`src/sirc_pkg.sv`:
```
// Shared types, constants and field widths of the infrared pulse decoder.
`timescale 1ns / 1ps

package sirc_pkg;

  localparam int TICKS_PER_10US = 8;
  localparam int DURATION_BITS  = 15;

  localparam int TICKS_W  = 15;
  localparam int TGT_W    = 15;
  localparam int MARGIN_W = 12;
  localparam int CFG_W    = 15;
  localparam int CFG_IDX_W = 3;
  localparam int CNT_W    = 5;
  localparam int CMD_W    = 20;

  localparam int TICK_USE_W = (DURATION_BITS < TICKS_W) ? DURATION_BITS : TICKS_W;
  localparam int PROD_W     = TICK_USE_W + 4;
  localparam int US_MAX     = ((1 << TICK_USE_W) - 1) * 10 / TICKS_PER_10US;
  localparam int US_W       = (US_MAX < 1) ? 1 : $clog2(US_MAX + 1);
  localparam int CMP_W      = ((US_W > TGT_W) ? US_W : TGT_W) + 1;

  localparam logic [CNT_W-1:0] LEN_SHORT = CNT_W'(12);
  localparam logic [CNT_W-1:0] LEN_MID   = CNT_W'(15);
  localparam logic [CNT_W-1:0] LEN_LONG  = CNT_W'(20);
  localparam logic [CNT_W-1:0] CNT_MAX   = CNT_W'(31);
  localparam logic [CNT_W-1:0] CNT_STORE = CNT_W'(CMD_W);

  localparam logic              RST_ACTIVE_LEVEL = 1'b0;
  localparam logic [MARGIN_W-1:0] RST_MARGIN     = MARGIN_W'(100);
  localparam logic [TGT_W-1:0]  RST_HEADER_MARK  = TGT_W'(2400);
  localparam logic [TGT_W-1:0]  RST_HEADER_SPACE = TGT_W'(600);
  localparam logic [TGT_W-1:0]  RST_ONE_MARK     = TGT_W'(1200);
  localparam logic [TGT_W-1:0]  RST_ZERO_MARK    = TGT_W'(600);
  localparam logic [TGT_W-1:0]  RST_BIT_SPACE    = TGT_W'(600);

  typedef enum logic [CFG_IDX_W-1:0] {
    REG_ACTIVE_LEVEL = 3'd0,
    REG_MARGIN       = 3'd1,
    REG_HEADER_MARK  = 3'd2,
    REG_HEADER_SPACE = 3'd3,
    REG_ONE_MARK     = 3'd4,
    REG_ZERO_MARK    = 3'd5,
    REG_BIT_SPACE    = 3'd6
  } cfg_reg_e;

  typedef struct packed {
    logic                active_level;
    logic [MARGIN_W-1:0] slack_us;
    logic [TGT_W-1:0]    header_mark_us;
    logic [TGT_W-1:0]    header_space_us;
    logic [TGT_W-1:0]    one_mark_us;
    logic [TGT_W-1:0]    zero_mark_us;
    logic [TGT_W-1:0]    bit_space_us;
  } cfg_t;

  typedef struct packed {
    logic header;
    logic one;
    logic zero;
    logic last;
  } pair_class_t;

endpackage

```
`src/sirc_cfg.sv`:
```
// Configuration register file of the infrared pulse decoder.
`timescale 1ns / 1ps

module sirc_cfg (
  input  logic                          clk_i,
  input  logic                          rst_ni,
  input  logic                          cfg_we_i,
  input  logic [sirc_pkg::CFG_IDX_W-1:0] cfg_index_i,
  input  logic [sirc_pkg::CFG_W-1:0]    cfg_data_i,
  output sirc_pkg::cfg_t                cfg_o
);

  sirc_pkg::cfg_t cfg_q, cfg_d;

  always_comb begin
    cfg_d = cfg_q;
    if (cfg_we_i) begin
      case (sirc_pkg::cfg_reg_e'(cfg_index_i))
        sirc_pkg::REG_ACTIVE_LEVEL: cfg_d.active_level    = cfg_data_i[0];
        sirc_pkg::REG_MARGIN:       cfg_d.slack_us        = cfg_data_i[sirc_pkg::MARGIN_W-1:0];
        sirc_pkg::REG_HEADER_MARK:  cfg_d.header_mark_us  = cfg_data_i[sirc_pkg::TGT_W-1:0];
        sirc_pkg::REG_HEADER_SPACE: cfg_d.header_space_us = cfg_data_i[sirc_pkg::TGT_W-1:0];
        sirc_pkg::REG_ONE_MARK:     cfg_d.one_mark_us     = cfg_data_i[sirc_pkg::TGT_W-1:0];
        sirc_pkg::REG_ZERO_MARK:    cfg_d.zero_mark_us    = cfg_data_i[sirc_pkg::TGT_W-1:0];
        sirc_pkg::REG_BIT_SPACE:    cfg_d.bit_space_us    = cfg_data_i[sirc_pkg::TGT_W-1:0];
        default: ;
      endcase
    end
  end

  always_ff @(posedge clk_i or negedge rst_ni) begin
    if (!rst_ni) begin
      cfg_q.active_level    <= sirc_pkg::RST_ACTIVE_LEVEL;
      cfg_q.slack_us        <= sirc_pkg::RST_MARGIN;
      cfg_q.header_mark_us  <= sirc_pkg::RST_HEADER_MARK;
      cfg_q.header_space_us <= sirc_pkg::RST_HEADER_SPACE;
      cfg_q.one_mark_us     <= sirc_pkg::RST_ONE_MARK;
      cfg_q.zero_mark_us    <= sirc_pkg::RST_ZERO_MARK;
      cfg_q.bit_space_us    <= sirc_pkg::RST_BIT_SPACE;
    end else begin
      cfg_q <= cfg_d;
    end
  end

  assign cfg_o = cfg_q;

endmodule

```
`src/sirc_classify.sv`:
```
// Pulse pair classifier: tick to microsecond conversion and window matching.
`timescale 1ns / 1ps

module sirc_classify (
  input  sirc_pkg::cfg_t                cfg_i,
  input  logic                          first_level_i,
  input  logic [sirc_pkg::TICKS_W-1:0]  first_ticks_i,
  input  logic                          second_level_i,
  input  logic [sirc_pkg::TICKS_W-1:0]  second_ticks_i,
  input  logic                          end_of_buffer_i,
  output sirc_pkg::pair_class_t         cls_o
);

  function automatic logic [sirc_pkg::US_W-1:0] to_us(
    input logic [sirc_pkg::TICKS_W-1:0] ticks
  );
    logic [sirc_pkg::PROD_W-1:0] prod;
    prod = sirc_pkg::PROD_W'(ticks[sirc_pkg::TICK_USE_W-1:0]) * sirc_pkg::PROD_W'(10);
    return sirc_pkg::US_W'(prod / sirc_pkg::PROD_W'(sirc_pkg::TICKS_PER_10US));
  endfunction

  function automatic logic near(
    input logic [sirc_pkg::US_W-1:0]     us,
    input logic [sirc_pkg::TGT_W-1:0]    target,
    input logic [sirc_pkg::MARGIN_W-1:0] margin
  );
    logic [sirc_pkg::CMP_W-1:0] us_x;
    logic [sirc_pkg::CMP_W-1:0] tgt_x;
    logic [sirc_pkg::CMP_W-1:0] mrg_x;
    us_x  = sirc_pkg::CMP_W'(us);
    tgt_x = sirc_pkg::CMP_W'(target);
    mrg_x = sirc_pkg::CMP_W'(margin);
    return (us_x < tgt_x + mrg_x) && (us_x + mrg_x > tgt_x);
  endfunction

  logic [sirc_pkg::US_W-1:0] mark_us;
  logic [sirc_pkg::US_W-1:0] space_us;
  logic                      well;
  logic                      space_ok;

  always_comb begin
    mark_us  = to_us(first_ticks_i);
    space_us = to_us(second_ticks_i);
    well     = (first_level_i == cfg_i.active_level) && (second_level_i != cfg_i.active_level);
    space_ok = end_of_buffer_i || near(space_us, cfg_i.bit_space_us, cfg_i.slack_us);

    cls_o.header = well && near(mark_us, cfg_i.header_mark_us, cfg_i.slack_us)
                   && near(space_us, cfg_i.header_space_us, cfg_i.slack_us);
    cls_o.one    = well && space_ok && near(mark_us, cfg_i.one_mark_us, cfg_i.slack_us);
    cls_o.zero   = well && space_ok && near(mark_us, cfg_i.zero_mark_us, cfg_i.slack_us);
    cls_o.last   = end_of_buffer_i;
  end

endmodule

```
`src/sirc_frame.sv`:
```
// Frame tracker: bit collection, frame state and the result register.
`timescale 1ns / 1ps

module sirc_frame (
  input  logic                        clk_i,
  input  logic                        rst_ni,
  input  logic                        item_valid_i,
  input  sirc_pkg::pair_class_t       cls_i,
  output logic                        advance_o,
  output logic                        out_valid_o,
  input  logic                        out_stall_i,
  output logic                        frame_valid_o,
  output logic [sirc_pkg::CNT_W-1:0]  bit_count_o,
  output logic [sirc_pkg::CMD_W-1:0]  command_value_o
);

  logic                       in_frame_q, in_frame_d;
  logic [sirc_pkg::CNT_W-1:0] bits_seen_q, bits_seen_d;
  logic [sirc_pkg::CMD_W-1:0] bit_store_q, bit_store_d;
  logic                       out_valid_q, out_valid_d;
  logic                       frame_valid_q, frame_valid_d;
  logic [sirc_pkg::CNT_W-1:0] bit_count_q, bit_count_d;
  logic [sirc_pkg::CMD_W-1:0] command_value_q, command_value_d;

  logic                       bit_hit;
  logic                       emit_req;
  logic                       emit;
  logic [sirc_pkg::CMD_W-1:0] set_mask;
  logic [sirc_pkg::CNT_W-1:0] bits_inc;
  logic [sirc_pkg::CMD_W-1:0] store_upd;
  logic [sirc_pkg::CNT_W-1:0] res_count;
  logic [sirc_pkg::CMD_W-1:0] res_store;
  logic                       nxt_in_frame;
  logic [sirc_pkg::CNT_W-1:0] nxt_bits;
  logic [sirc_pkg::CMD_W-1:0] nxt_store;
  logic                       len_ok;

  always_comb begin
    bit_hit   = cls_i.one || cls_i.zero;
    set_mask  = (bits_seen_q < sirc_pkg::CNT_STORE) ?
                (sirc_pkg::CMD_W'(1) << bits_seen_q) : '0;
    bits_inc  = (bits_seen_q == sirc_pkg::CNT_MAX) ? bits_seen_q :
                bits_seen_q + sirc_pkg::CNT_W'(1);
    store_upd = bit_store_q | (cls_i.one ? set_mask : '0);

    emit_req     = 1'b0;
    res_count    = '0;
    res_store    = '0;
    nxt_in_frame = in_frame_q;
    nxt_bits     = bits_seen_q;
    nxt_store    = bit_store_q;

    if (in_frame_q) begin
      if (bit_hit) begin
        if (cls_i.last) begin
          emit_req     = 1'b1;
          res_count    = bits_inc;
          res_store    = store_upd;
          nxt_in_frame = 1'b0;
          nxt_bits     = '0;
          nxt_store    = '0;
        end else begin
          nxt_bits  = bits_inc;
          nxt_store = store_upd;
        end
      end else begin
        // end the frame, then retry this pair as a header
        emit_req     = 1'b1;
        res_count    = bits_seen_q;
        res_store    = bit_store_q;
        nxt_in_frame = !cls_i.last && cls_i.header;
        nxt_bits     = '0;
        nxt_store    = '0;
      end
    end else if (cls_i.header) begin
      emit_req     = cls_i.last;
      nxt_in_frame = !cls_i.last;
      nxt_bits     = '0;
      nxt_store    = '0;
    end

    len_ok = (res_count == sirc_pkg::LEN_SHORT) || (res_count == sirc_pkg::LEN_MID) ||
             (res_count == sirc_pkg::LEN_LONG);
  end

  assign advance_o = item_valid_i && (!emit_req || !out_valid_q || !out_stall_i);
  assign emit      = advance_o && emit_req;

  always_comb begin
    in_frame_d  = advance_o ? nxt_in_frame : in_frame_q;
    bits_seen_d = advance_o ? nxt_bits : bits_seen_q;
    bit_store_d = advance_o ? nxt_store : bit_store_q;

    out_valid_d     = out_valid_q && out_stall_i;
    frame_valid_d   = frame_valid_q;
    bit_count_d     = bit_count_q;
    command_value_d = command_value_q;
    if (emit) begin
      out_valid_d     = 1'b1;
      frame_valid_d   = len_ok;
      bit_count_d     = len_ok ? res_count : '0;
      command_value_d = len_ok ? res_store : '0;
    end
  end

  always_ff @(posedge clk_i or negedge rst_ni) begin
    if (!rst_ni) begin
      in_frame_q  <= 1'b0;
      bits_seen_q <= '0;
      bit_store_q <= '0;
      out_valid_q <= 1'b0;
    end else begin
      in_frame_q  <= in_frame_d;
      bits_seen_q <= bits_seen_d;
      bit_store_q <= bit_store_d;
      out_valid_q <= out_valid_d;
    end
  end

  always_ff @(posedge clk_i) begin
    frame_valid_q   <= frame_valid_d;
    bit_count_q     <= bit_count_d;
    command_value_q <= command_value_d;
  end

  assign out_valid_o     = out_valid_q;
  assign frame_valid_o   = frame_valid_q;
  assign bit_count_o     = bit_count_q;
  assign command_value_o = command_value_q;

`ifndef SYNTHESIS
  a_idle_clear: assert property (@(posedge clk_i) disable iff (!rst_ni)
    !in_frame_q |-> (bits_seen_q == '0) && (bit_store_q == '0))
    else $error("idle state holds stale bits");

  a_no_overwrite: assert property (@(posedge clk_i) disable iff (!rst_ni)
    emit |-> !(out_valid_q && out_stall_i))
    else $error("result beat overwritten while stalled");

  a_valid_len: assert property (@(posedge clk_i) disable iff (!rst_ni)
    out_valid_q && frame_valid_q |->
      (bit_count_q == sirc_pkg::LEN_SHORT) || (bit_count_q == sirc_pkg::LEN_MID) ||
      (bit_count_q == sirc_pkg::LEN_LONG))
    else $error("valid frame with illegal bit count");

  a_unknown_zero: assert property (@(posedge clk_i) disable iff (!rst_ni)
    out_valid_q && !frame_valid_q |-> (bit_count_q == '0) && (command_value_q == '0))
    else $error("unknown frame carries data");
`endif

endmodule

```
`src/sony_ir_pulse_decoder.sv`:
```
// Top level of the infrared pulse decoder: input register, classifier, frame tracker.
// Path: input register, combinational classifier, then the frame tracker's result register.
// Throughput: one pulse pair per cycle; the input register and the result register
//   decouple the channels, so a stalled result only holds a pair that would emit.
// Reset: asynchronous, active low; clears the frame state and both valid flags and
//   loads the default timing registers.
`timescale 1ns / 1ps

module sony_ir_pulse_decoder (
  input  logic                           clk_i,
  input  logic                           rst_ni,
  input  logic                           cfg_we_i,
  input  logic [sirc_pkg::CFG_IDX_W-1:0] cfg_index_i,
  input  logic [sirc_pkg::CFG_W-1:0]     cfg_data_i,
  input  logic                           in_valid_i,
  output logic                           in_stall_o,
  input  logic                           first_level_i,
  input  logic [sirc_pkg::TICKS_W-1:0]   first_ticks_i,
  input  logic                           second_level_i,
  input  logic [sirc_pkg::TICKS_W-1:0]   second_ticks_i,
  input  logic                           end_of_buffer_i,
  output logic                           out_valid_o,
  input  logic                           out_stall_i,
  output logic                           frame_valid_o,
  output logic [sirc_pkg::CNT_W-1:0]     bit_count_o,
  output logic [sirc_pkg::CMD_W-1:0]     command_value_o
);

  sirc_pkg::cfg_t        cfg;
  sirc_pkg::pair_class_t cls;

  logic                         item_valid_q, item_valid_d;
  logic                         first_level_q, first_level_d;
  logic [sirc_pkg::TICKS_W-1:0] first_ticks_q, first_ticks_d;
  logic                         second_level_q, second_level_d;
  logic [sirc_pkg::TICKS_W-1:0] second_ticks_q, second_ticks_d;
  logic                         last_q, last_d;
  logic                         advance;
  logic                         in_accept;

  assign in_stall_o = item_valid_q && !advance;
  assign in_accept  = in_valid_i && !in_stall_o;

  always_comb begin
    item_valid_d   = in_accept || (item_valid_q && !advance);
    first_level_d  = first_level_q;
    first_ticks_d  = first_ticks_q;
    second_level_d = second_level_q;
    second_ticks_d = second_ticks_q;
    last_d         = last_q;
    if (in_accept) begin
      first_level_d  = first_level_i;
      first_ticks_d  = first_ticks_i;
      second_level_d = second_level_i;
      second_ticks_d = second_ticks_i;
      last_d         = end_of_buffer_i;
    end
  end

  always_ff @(posedge clk_i or negedge rst_ni) begin
    if (!rst_ni) begin
      item_valid_q <= 1'b0;
    end else begin
      item_valid_q <= item_valid_d;
    end
  end

  always_ff @(posedge clk_i) begin
    first_level_q  <= first_level_d;
    first_ticks_q  <= first_ticks_d;
    second_level_q <= second_level_d;
    second_ticks_q <= second_ticks_d;
    last_q         <= last_d;
  end

  sirc_cfg u_cfg (
    .clk_i       (clk_i),
    .rst_ni      (rst_ni),
    .cfg_we_i    (cfg_we_i),
    .cfg_index_i (cfg_index_i),
    .cfg_data_i  (cfg_data_i),
    .cfg_o       (cfg)
  );

  sirc_classify u_classify (
    .cfg_i           (cfg),
    .first_level_i   (first_level_q),
    .first_ticks_i   (first_ticks_q),
    .second_level_i  (second_level_q),
    .second_ticks_i  (second_ticks_q),
    .end_of_buffer_i (last_q),
    .cls_o           (cls)
  );

  sirc_frame u_frame (
    .clk_i           (clk_i),
    .rst_ni          (rst_ni),
    .item_valid_i    (item_valid_q),
    .cls_i           (cls),
    .advance_o       (advance),
    .out_valid_o     (out_valid_o),
    .out_stall_i     (out_stall_i),
    .frame_valid_o   (frame_valid_o),
    .bit_count_o     (bit_count_o),
    .command_value_o (command_value_o)
  );

endmodule

```
`config.mk`:
```
export PLATFORM = sky130hd
export DESIGN_NAME = sony_ir_pulse_decoder
export DESIGN_NICKNAME = d
export VERILOG_FILES = /design/src/sirc_pkg.sv /design/src/sirc_cfg.sv /design/src/sirc_classify.sv /design/src/sirc_frame.sv /design/src/sony_ir_pulse_decoder.sv
export SDC_FILE = /design/constraint.sdc
export NUM_CORES = 1
export LEC_CHECK = 0
export BUFFER_PORTS_ARGS = -buffer_cell sky130_fd_sc_hd__buf_4
export CAP_MARGIN = 20
export CORE_MARGIN = 10
export CORE_UTILIZATION = 57
export CTS_CLUSTER_DIAMETER = 50
export DETAILED_ROUTE_END_ITERATION = 8
export GPL_ROUTABILITY_DRIVEN = 0
export GPL_TIMING_DRIVEN = 0
export PLACE_DENSITY_LB_ADDON = 0.15
export SLEW_MARGIN = 20
export SYNTH_ARGS = -nofsm -noshare
export SYNTH_HDL_FRONTEND = slang
export SYNTH_SLANG_ARGS = --single-unit
```
`constraint.sdc`:
```
create_clock -name clk_i -period 7.2 [get_ports clk_i]
set_input_delay 1.08 -clock clk_i [delete_from_list [all_inputs] [get_ports clk_i]]
set_output_delay 1.08 -clock clk_i [all_outputs]
set_load 0.03 [all_outputs]
```
## Yosys cells after proc, flatten, opt, wreduce, memory -nomap -nowiden

Cells that the tools add are included.

| operators by class | value |
|---|---|
| add/sub/neg operators | 8 |
| multipliers | 2 |
| order comparisons | 11 |
| eq/ne operators | 12 |
| shift operators | 1 |
| mux-type cells | 25 |
| bitwise gates (word level) | 1 |
| reductions and logical operators | 41 |

Operator list:

| kind | count |
|---|---|
| two-way mux 20 bit | 8 |
| > comparator 17 x 15 -> 1 bit | 5 |
| less-than comparator 16 x 17 -> 1 bit | 5 |
| adder 15 x 12 -> 16 bit | 5 |
| two-way mux 5 bit | 8 |
| multiplier 15 x 3 -> 18 bit (second input constant) | 2 |
| adder 16 x 12 -> 17 bit | 2 |
| OR 20 bit | 1 |
| left shift 1 x 5 -> 20 bit (first input constant) | 1 |
| AND reduction 2 bit | 9 |
| logical AND 1 bit | 17 |
| equality test 5 x 4 -> 1 bit (second input constant) | 2 |
| equality test 5 bit (second input constant) | 2 |
| equality test 3 bit (second input constant) | 3 |
| two-way mux 1 bit | 9 |
| logical OR 1 bit | 7 |
| equality test 3 x 2 -> 1 bit (second input constant) | 2 |
| zero test 1 bit | 6 |
| adder 5 x 1 -> 5 bit (second input constant) | 1 |
| less-than comparator 5 bit (second input constant) | 1 |
| equality test 3 x 1 -> 1 bit (second input constant) | 1 |
| zero test 3 bit | 1 |
| nonzero test 2 bit | 1 |
| equality test 1 bit | 1 |
| inequality test 1 bit | 1 |

| word-level totals | value |
|---|---|
| flip-flop bits (word level) | 175 |
| bits of input ports | 56 |
| output and inout port bits | 28 |
| logic and storage cells | 121 |

## Longest topological paths before layout

| depth | value |
|---|---|
| depth after elaboration | 19 |
| gate-level depth with buffers | 30 |

## Hierarchy

A second synthesis with hierarchy kept.

| unflattened totals | value |
|---|---|
| cell total of the unflattened synthesis | 1603 |
| area total of the unflattened synthesis | 16139.2 um^2 |

By module, submodules not included:

| module | times used | cells each | area an instance (um^2) |
|---|---|---|---|
| sirc_classify | 1 | 1133 | 8899.8 |
| sirc_cfg | 1 | 192 | 3489.6 |
| sirc_frame | 1 | 240 | 2701.3 |
| sony_ir_pulse_decoder | 1 | 38 | 1048.5 |

## Worst setup path after synthesis

No wires, ideal clock.

| path | value |
|---|---|
| kind | reg-to-reg |
| start point | register first_ticks_q[3] in the netlist's numbering |
| end point | register u_frame.bit_count_q, in the netlist u_frame.bit_count_o[0], enable pin |
| data arrival time | 6.408 ns |
| slack | 0.374 ns |
| stages on the path, launching flop included | 29 |
| buffers on the path | 0 |
| period minus slack after synthesis | 6.826 ns |
| path through | edfxtp_1 -> ha_1 -> ha_1 -> inv_1 -> fa_1 -> inv_1 -> ha_1 -> nor2b_1 -> o21ai_0 -> a21boi_0 -> o21a_1 -> nor2_1 -> o21bai_1 -> a21o_1 -> a21o_1 -> nand2_1 -> nor2b_1 -> xnor2_1 -> ha_1 -> a211oi_1 -> o22ai_1 -> o311ai_0 -> a221o_1 -> o311ai_4 -> a22oi_2 -> o21ai_1 -> o21ai_0 -> nand2_1 -> a21oi_1 |

| between the ends | value |
|---|---|
| longest elaborated chain between the ends | 13 |
| elaborated cells between the ends (all ways) | 24 |
| classes of those cells | add/sub: 1; mul: 1; order compare: 6; mux: 3; reduce/logical: 13 |

Ends and longest elaborated chain:

| element | line | RTL |
|---|---|---|
| from (decl) | sony_ir_pulse_decoder.sv:34 | `logic [sirc_pkg::TICKS_W-1:0] first_ticks_q, first_ticks_d;` |
| from (signal assigned) | sony_ir_pulse_decoder.sv:70 | `first_ticks_q <= first_ticks_d;` |
| multiplier 15 x 3 -> 18 bit * | sirc_classify.sv:18 | `prod = sirc_pkg::PROD_W'(ticks[sirc_pkg::TICK_USE_W-1:0]) * sirc_pkg::PROD_W'(10);` |
| adder 16 x 12 -> 17 bit | sirc_classify.sv:33 | `return (us_x < tgt_x + mrg_x) && (us_x + mrg_x > tgt_x);` |
| > comparator 17 x 15 -> 1 bit | sirc_classify.sv:33 |  |
| logical AND 1 bit | sirc_classify.sv:33 |  |
| logical AND 1 bit, on equally long branches | sirc_classify.sv:47, sirc_classify.sv:49, sirc_classify.sv:50 |  |
| logical AND 1 bit or logical OR 1 bit (tied branches) | sirc_classify.sv:48, sirc_frame.sv:39 |  |
| two-way mux 1 bit, on equally long branches | sirc_frame.sv:75, sirc_frame.sv:54 |  |
| two-way mux 1 bit * | sirc_frame.sv:53 | `if (in_frame_q) begin` |
| zero test 1 bit | sirc_frame.sv:86 | `assign advance_o = item_valid_i && (!emit_req \|\| !out_valid_q \|\| !out_stall_i);` |
| logical OR 1 bit (2 in series) | sirc_frame.sv:86 |  |
| logical AND 1 bit | sirc_frame.sv:86 |  |
| logical AND 1 bit * | sirc_frame.sv:87 | `assign emit = advance_o && emit_req;` |
| named net u_frame.emit | sirc_frame.sv:27 | `logic emit;` |
| to (signal assigned) | sirc_frame.sv:122 | `bit_count_q <= bit_count_d;` |
| to (decl) | sirc_frame.sv:22 | `logic [sirc_pkg::CNT_W-1:0] bit_count_q, bit_count_d;` |

The timed path passes the listed nets; every way through them passes the cells marked *.
A chain may end at the register's enable or synchronous reset.

## Final worst setup path

| path | value |
|---|---|
| start point | register first_ticks_q[3] in the netlist's numbering |
| end point | output port in_stall_o |

| between the ends | value |
|---|---|
| longest elaborated chain between the ends | 14 |
| elaborated cells between the ends (all ways) | 25 |
| classes of those cells | add/sub: 1; mul: 1; order compare: 6; mux: 3; reduce/logical: 14 |

Ends and longest elaborated chain:

| element | line | RTL |
|---|---|---|
| multiplier 15 x 3 -> 18 bit * | sirc_classify.sv:18 |  |
| adder 16 x 12 -> 17 bit | sirc_classify.sv:33 |  |
| > comparator 17 x 15 -> 1 bit | sirc_classify.sv:33 |  |
| logical AND 1 bit | sirc_classify.sv:33 |  |
| logical AND 1 bit, on equally long branches | sirc_classify.sv:47, sirc_classify.sv:49, sirc_classify.sv:50 |  |
| logical AND 1 bit or logical OR 1 bit (tied branches) | sirc_classify.sv:48, sirc_frame.sv:39 |  |
| two-way mux 1 bit, on equally long branches | sirc_frame.sv:75, sirc_frame.sv:54 |  |
| two-way mux 1 bit * | sirc_frame.sv:53 |  |
| zero test 1 bit * | sirc_frame.sv:86 |  |
| logical OR 1 bit * (2 in series) | sirc_frame.sv:86 |  |
| logical AND 1 bit * | sirc_frame.sv:86 |  |
| zero test 1 bit * | sony_ir_pulse_decoder.sv:41 | `assign in_stall_o = item_valid_q && !advance;` |
| logical AND 1 bit * | sony_ir_pulse_decoder.sv:41 |  |
| to (decl) | sony_ir_pulse_decoder.sv:16 | `output logic in_stall_o,` |

Mark *: on every way between the ends. The rest lies on a longest branch, timed or not.

==> run metrics <==
final worst path period need=between 7000 and 8000 ps; worst flop-to-flop path endpoint=u_frame.bit_store_q[15]; hold worst-path end=u_frame.bit_store_q[17]; # rows=60; failing checks=negative setup slack; Worst Tran Pin Value=800 ps; Rel. slew slack=46.1%; Initial Util=58.2%; drt total wl=a little over 40 mm; Hold Crit Class=flip-flop to flip-flop; final hold violations=0; DR vias/cell=6.04; core area=27100 um^2; synthesized instance count=1645; global route overflow=0; via count=between 10000 and 15000; Routed met2 length=20.2 mm; internal power=about 0.0034 W; max cap viols=0; top-count cell post-synth=ha_1; worst reg2reg path startpoint=second_ticks_q[3]; H-tree Lvls=4; Worst Setup End Kind=output port; Total GRT Usage=approximately a quarter; worst-path fanout max=5; clk_skew=17.5 ps; clk slew on worst S/H paths=80 ps; post-route ant nets=0; Buffers on Ports=81; worst r2r path cells=39; P_leak=8.29 nW; RSZ-0062 raised after global routing=true; layout cells sized above 1=20.1%; Synth async-reset ratio=66.3%; DRT iter0 DRCs=~940; nets=2140; pwr dens=338 nW/um^2; min-delay src=u_frame.bit_store_q[17]; Synth top area share=23.3%; combinational group share of total power=62.1%; fin. max-slew vios=0; synth cell count leaders=ha_1, inv_1, a21oi_1; initial antenna violation count=0; flop-to-flop setup slack=90 ps; final worst setup slack=-30.0 ps; Clock Sinks=~180; Flop pwr share=21.8%; Area Overhead vs Synth=16.3%; sw frac=45.1%; flops & latches, synth=175; total nets after synthesis=2003; Post-synth top flop=dfrtp_1; Finish-stage setup viols=1; die width=186 um; clock root buffer=clkbuf_16; Yosys top cell by area=ha_1; design area=18300 um^2; post-place instance area=between 15000 and 20000 um^2; pre-CTS WS=-448 ps; routed len/inst=19.0 um; first-pass GRT wire length=66.6 mm; EDFF count, synth=59; Area contributors post-synth=ha_1, dfrtp_1, edfxtp_1, mux2_2, dfstp_2; Fmax=0.138 GHz; worst endpoint data arrival time=6150 ps; status=complete, but fails checks; highest metal used=met4; final worst path period share=100%; Hold Crit Depth=1; Cell Area, Synth=15800 um^2; ant diodes=0; crit start category=flip-flop; number of global-route vias before repair=13600; Seq/Total Area, Yosys=between 20% and 30%; hold_ws=around 490 ps; die area=34700 um^2; switching pwr=0.00279 W; post-synthesis area per instance=9.58 um^2; Routed met1 length=17.6 mm; crit path kind=flip-flop to output port; # IOs=84; clock share of power=16.2%; CTS tree=built; Total Power=between 0.006 and 0.007 W; pin count of the biggest net entering global routing=62; CP required=6120 ps; DRC violations left=0; peak supply drop=approximately 0.00020 V; TritonRoute pass-1 iters=5; HPWL after DPL=32.5 mm; Max Root-Sink Buffers=2; Cell variety after synth=84; met3 WL=2.14 mm; yosys warns=0; die height=186 um; Num CTS Buffers=17; Worst-Skew Late Latency=about 460 ps
-- registers in the layout, indices dropped and copies added (netlist names), 5 cells and up --
name / cells
u_cfg.cfg_o: 88
u_frame.bit_count_o: 5
u_frame.command_value_o: 20
u_frame.bits_seen_q: 5
second_ticks_q: 15
u_frame.bit_store_q: 20
first_ticks_q: 15
-- final cells by class --
type	instances	area [um^2]
timing repair buffer	118	961
multi-input combinational	1299	10900
tap	372	465
fill	2100	8770
inverter	141	529
buffer	30	160
clock buffer	20	457
sequential	175	4710
clock inverter	12	169
-- cell families (layout without fill, tap and decap cells) --
family | Yosys count | count (layout) | share of synthesized area (%)
XOR/XNOR | 98 | 98 | 5.45
multiplexers | 61 | 61 | 4.35
adder cells (fa/ha/maj) | 302 | 302 | 24.4
flip-flops | 175 | 175 | 29.8
AO/OA/AOI/OAI | 452 | 452 | 19.1
buffers and inverters | 171 | 321 | 4.29
AND/OR/NAND/NOR | 386 | 386 | 12.5
-- worst max path at each step --
| stage | slack [ps] | end | cells after the start | startpoint |
|---|---|---|---|---|
| final | -30 | in_stall_o | 25 | first_ticks_q[3] |
| after global routing | -340 | in_stall_o | 29 | first_ticks_q[3] |
| after CTS | 1 | in_stall_o | 30 | first_ticks_q[3] |
| after detailed placement | -450 | in_stall_o | 29 | first_ticks_q[3] |
| after global placement | -1050 | u_frame.command_value_o[18] | 28 | first_ticks_q[3] |
| after floorplan | 370 | u_frame.bit_count_o[0] | 28 | first_ticks_q[3] |
-- metrics by stage --
stage / util [%] / cells / setup TNS [ps]
after floorplan: - / 1645 / 0
after detailed placement: 62.5 / 2101 / -4510
final: 67.6 / 2167 / -30.0
after global routing: 67.6 / 2167 / -2670
after CTS: 66.3 / 2153 / 0
after global placement: 62.1 / 2098 / -52410
-- worst max-delay path, cell delays in order, from the launching register on --
cell,delay (ps)
edfxtp_1,450
ha_1,330
ha_2,440
o211ai_1,180
o21ai_4,290
a31oi_1,180
xnor2_2,330
ha_1,360
a21o_1,190
a21oi_1,190
nand2_1,70
a21oi_1,240
xnor2_2,150
ha_1,310
nand4_1,130
nor2_2,230
o221a_2,290
o311ai_4,110
a221o_1,370
o311ai_4,90
a22oi_2,150
o21ai_2,180
o21ai_1,90
nand2_1,100
nor2_1,50
buf_4,170
-- power groups by stage --
stage	Clock, W	Combinational [W]	Sequential, W
floorplan	0	0.00267	0.00130
global placement	0	0.00335	0.00135
detailed placement	0	0.00351	0.00136
CTS	0.00102	0.00368	0.00134
global route	0.00105	0.00433	0.00137
finish	0.00100	0.00385	0.00135
-- metal layers --
layer  vias up  global-route usage [%]
met5         -                       0
met4         0                    8.74
met3        95                    3.57
met2       370                    42.0
met1      6281                    29.5
li1       6334                       -
-- repair_timing --
action                     CTS  global route
buffers inserted            20            12
pin swaps                   23            32
setup endpoints to repair   34            26
gates cloned                 0             2
hold buffers                 0             0
gates resized for setup     51            53
-- cells in the final DEF, fill, tap and decap left out, types with 10 or more instances in the layout --
cell type,Yosys,routed
o21ai_0,97,91
or2_2,11,11
inv_1,139,137
nor4_1,10,10
edfxtp_1,59,59
xor2_1,29,24
nor2_2,8,10
dfstp_2,23,23
o21bai_1,22,22
nand3_1,21,20
nor3_1,26,26
clkbuf_16,0,17
buf_4,0,111
clkbuf_1,20,21
a21oi_1,113,106
mux2_2,60,60
nand2_1,100,99
a211oi_1,14,13
dfrtp_1,93,91
nand4_1,22,22
xnor2_2,0,12
ha_1,293,282
buf_6,4,10
nor2_1,93,90
o21a_1,42,41
nor2b_1,24,22
xnor2_1,69,55
a21o_1,42,42
nand2b_1,15,14
a31oi_1,20,19
o211ai_1,14,14
Note: power is estimated with default switching activity, not from simulation.
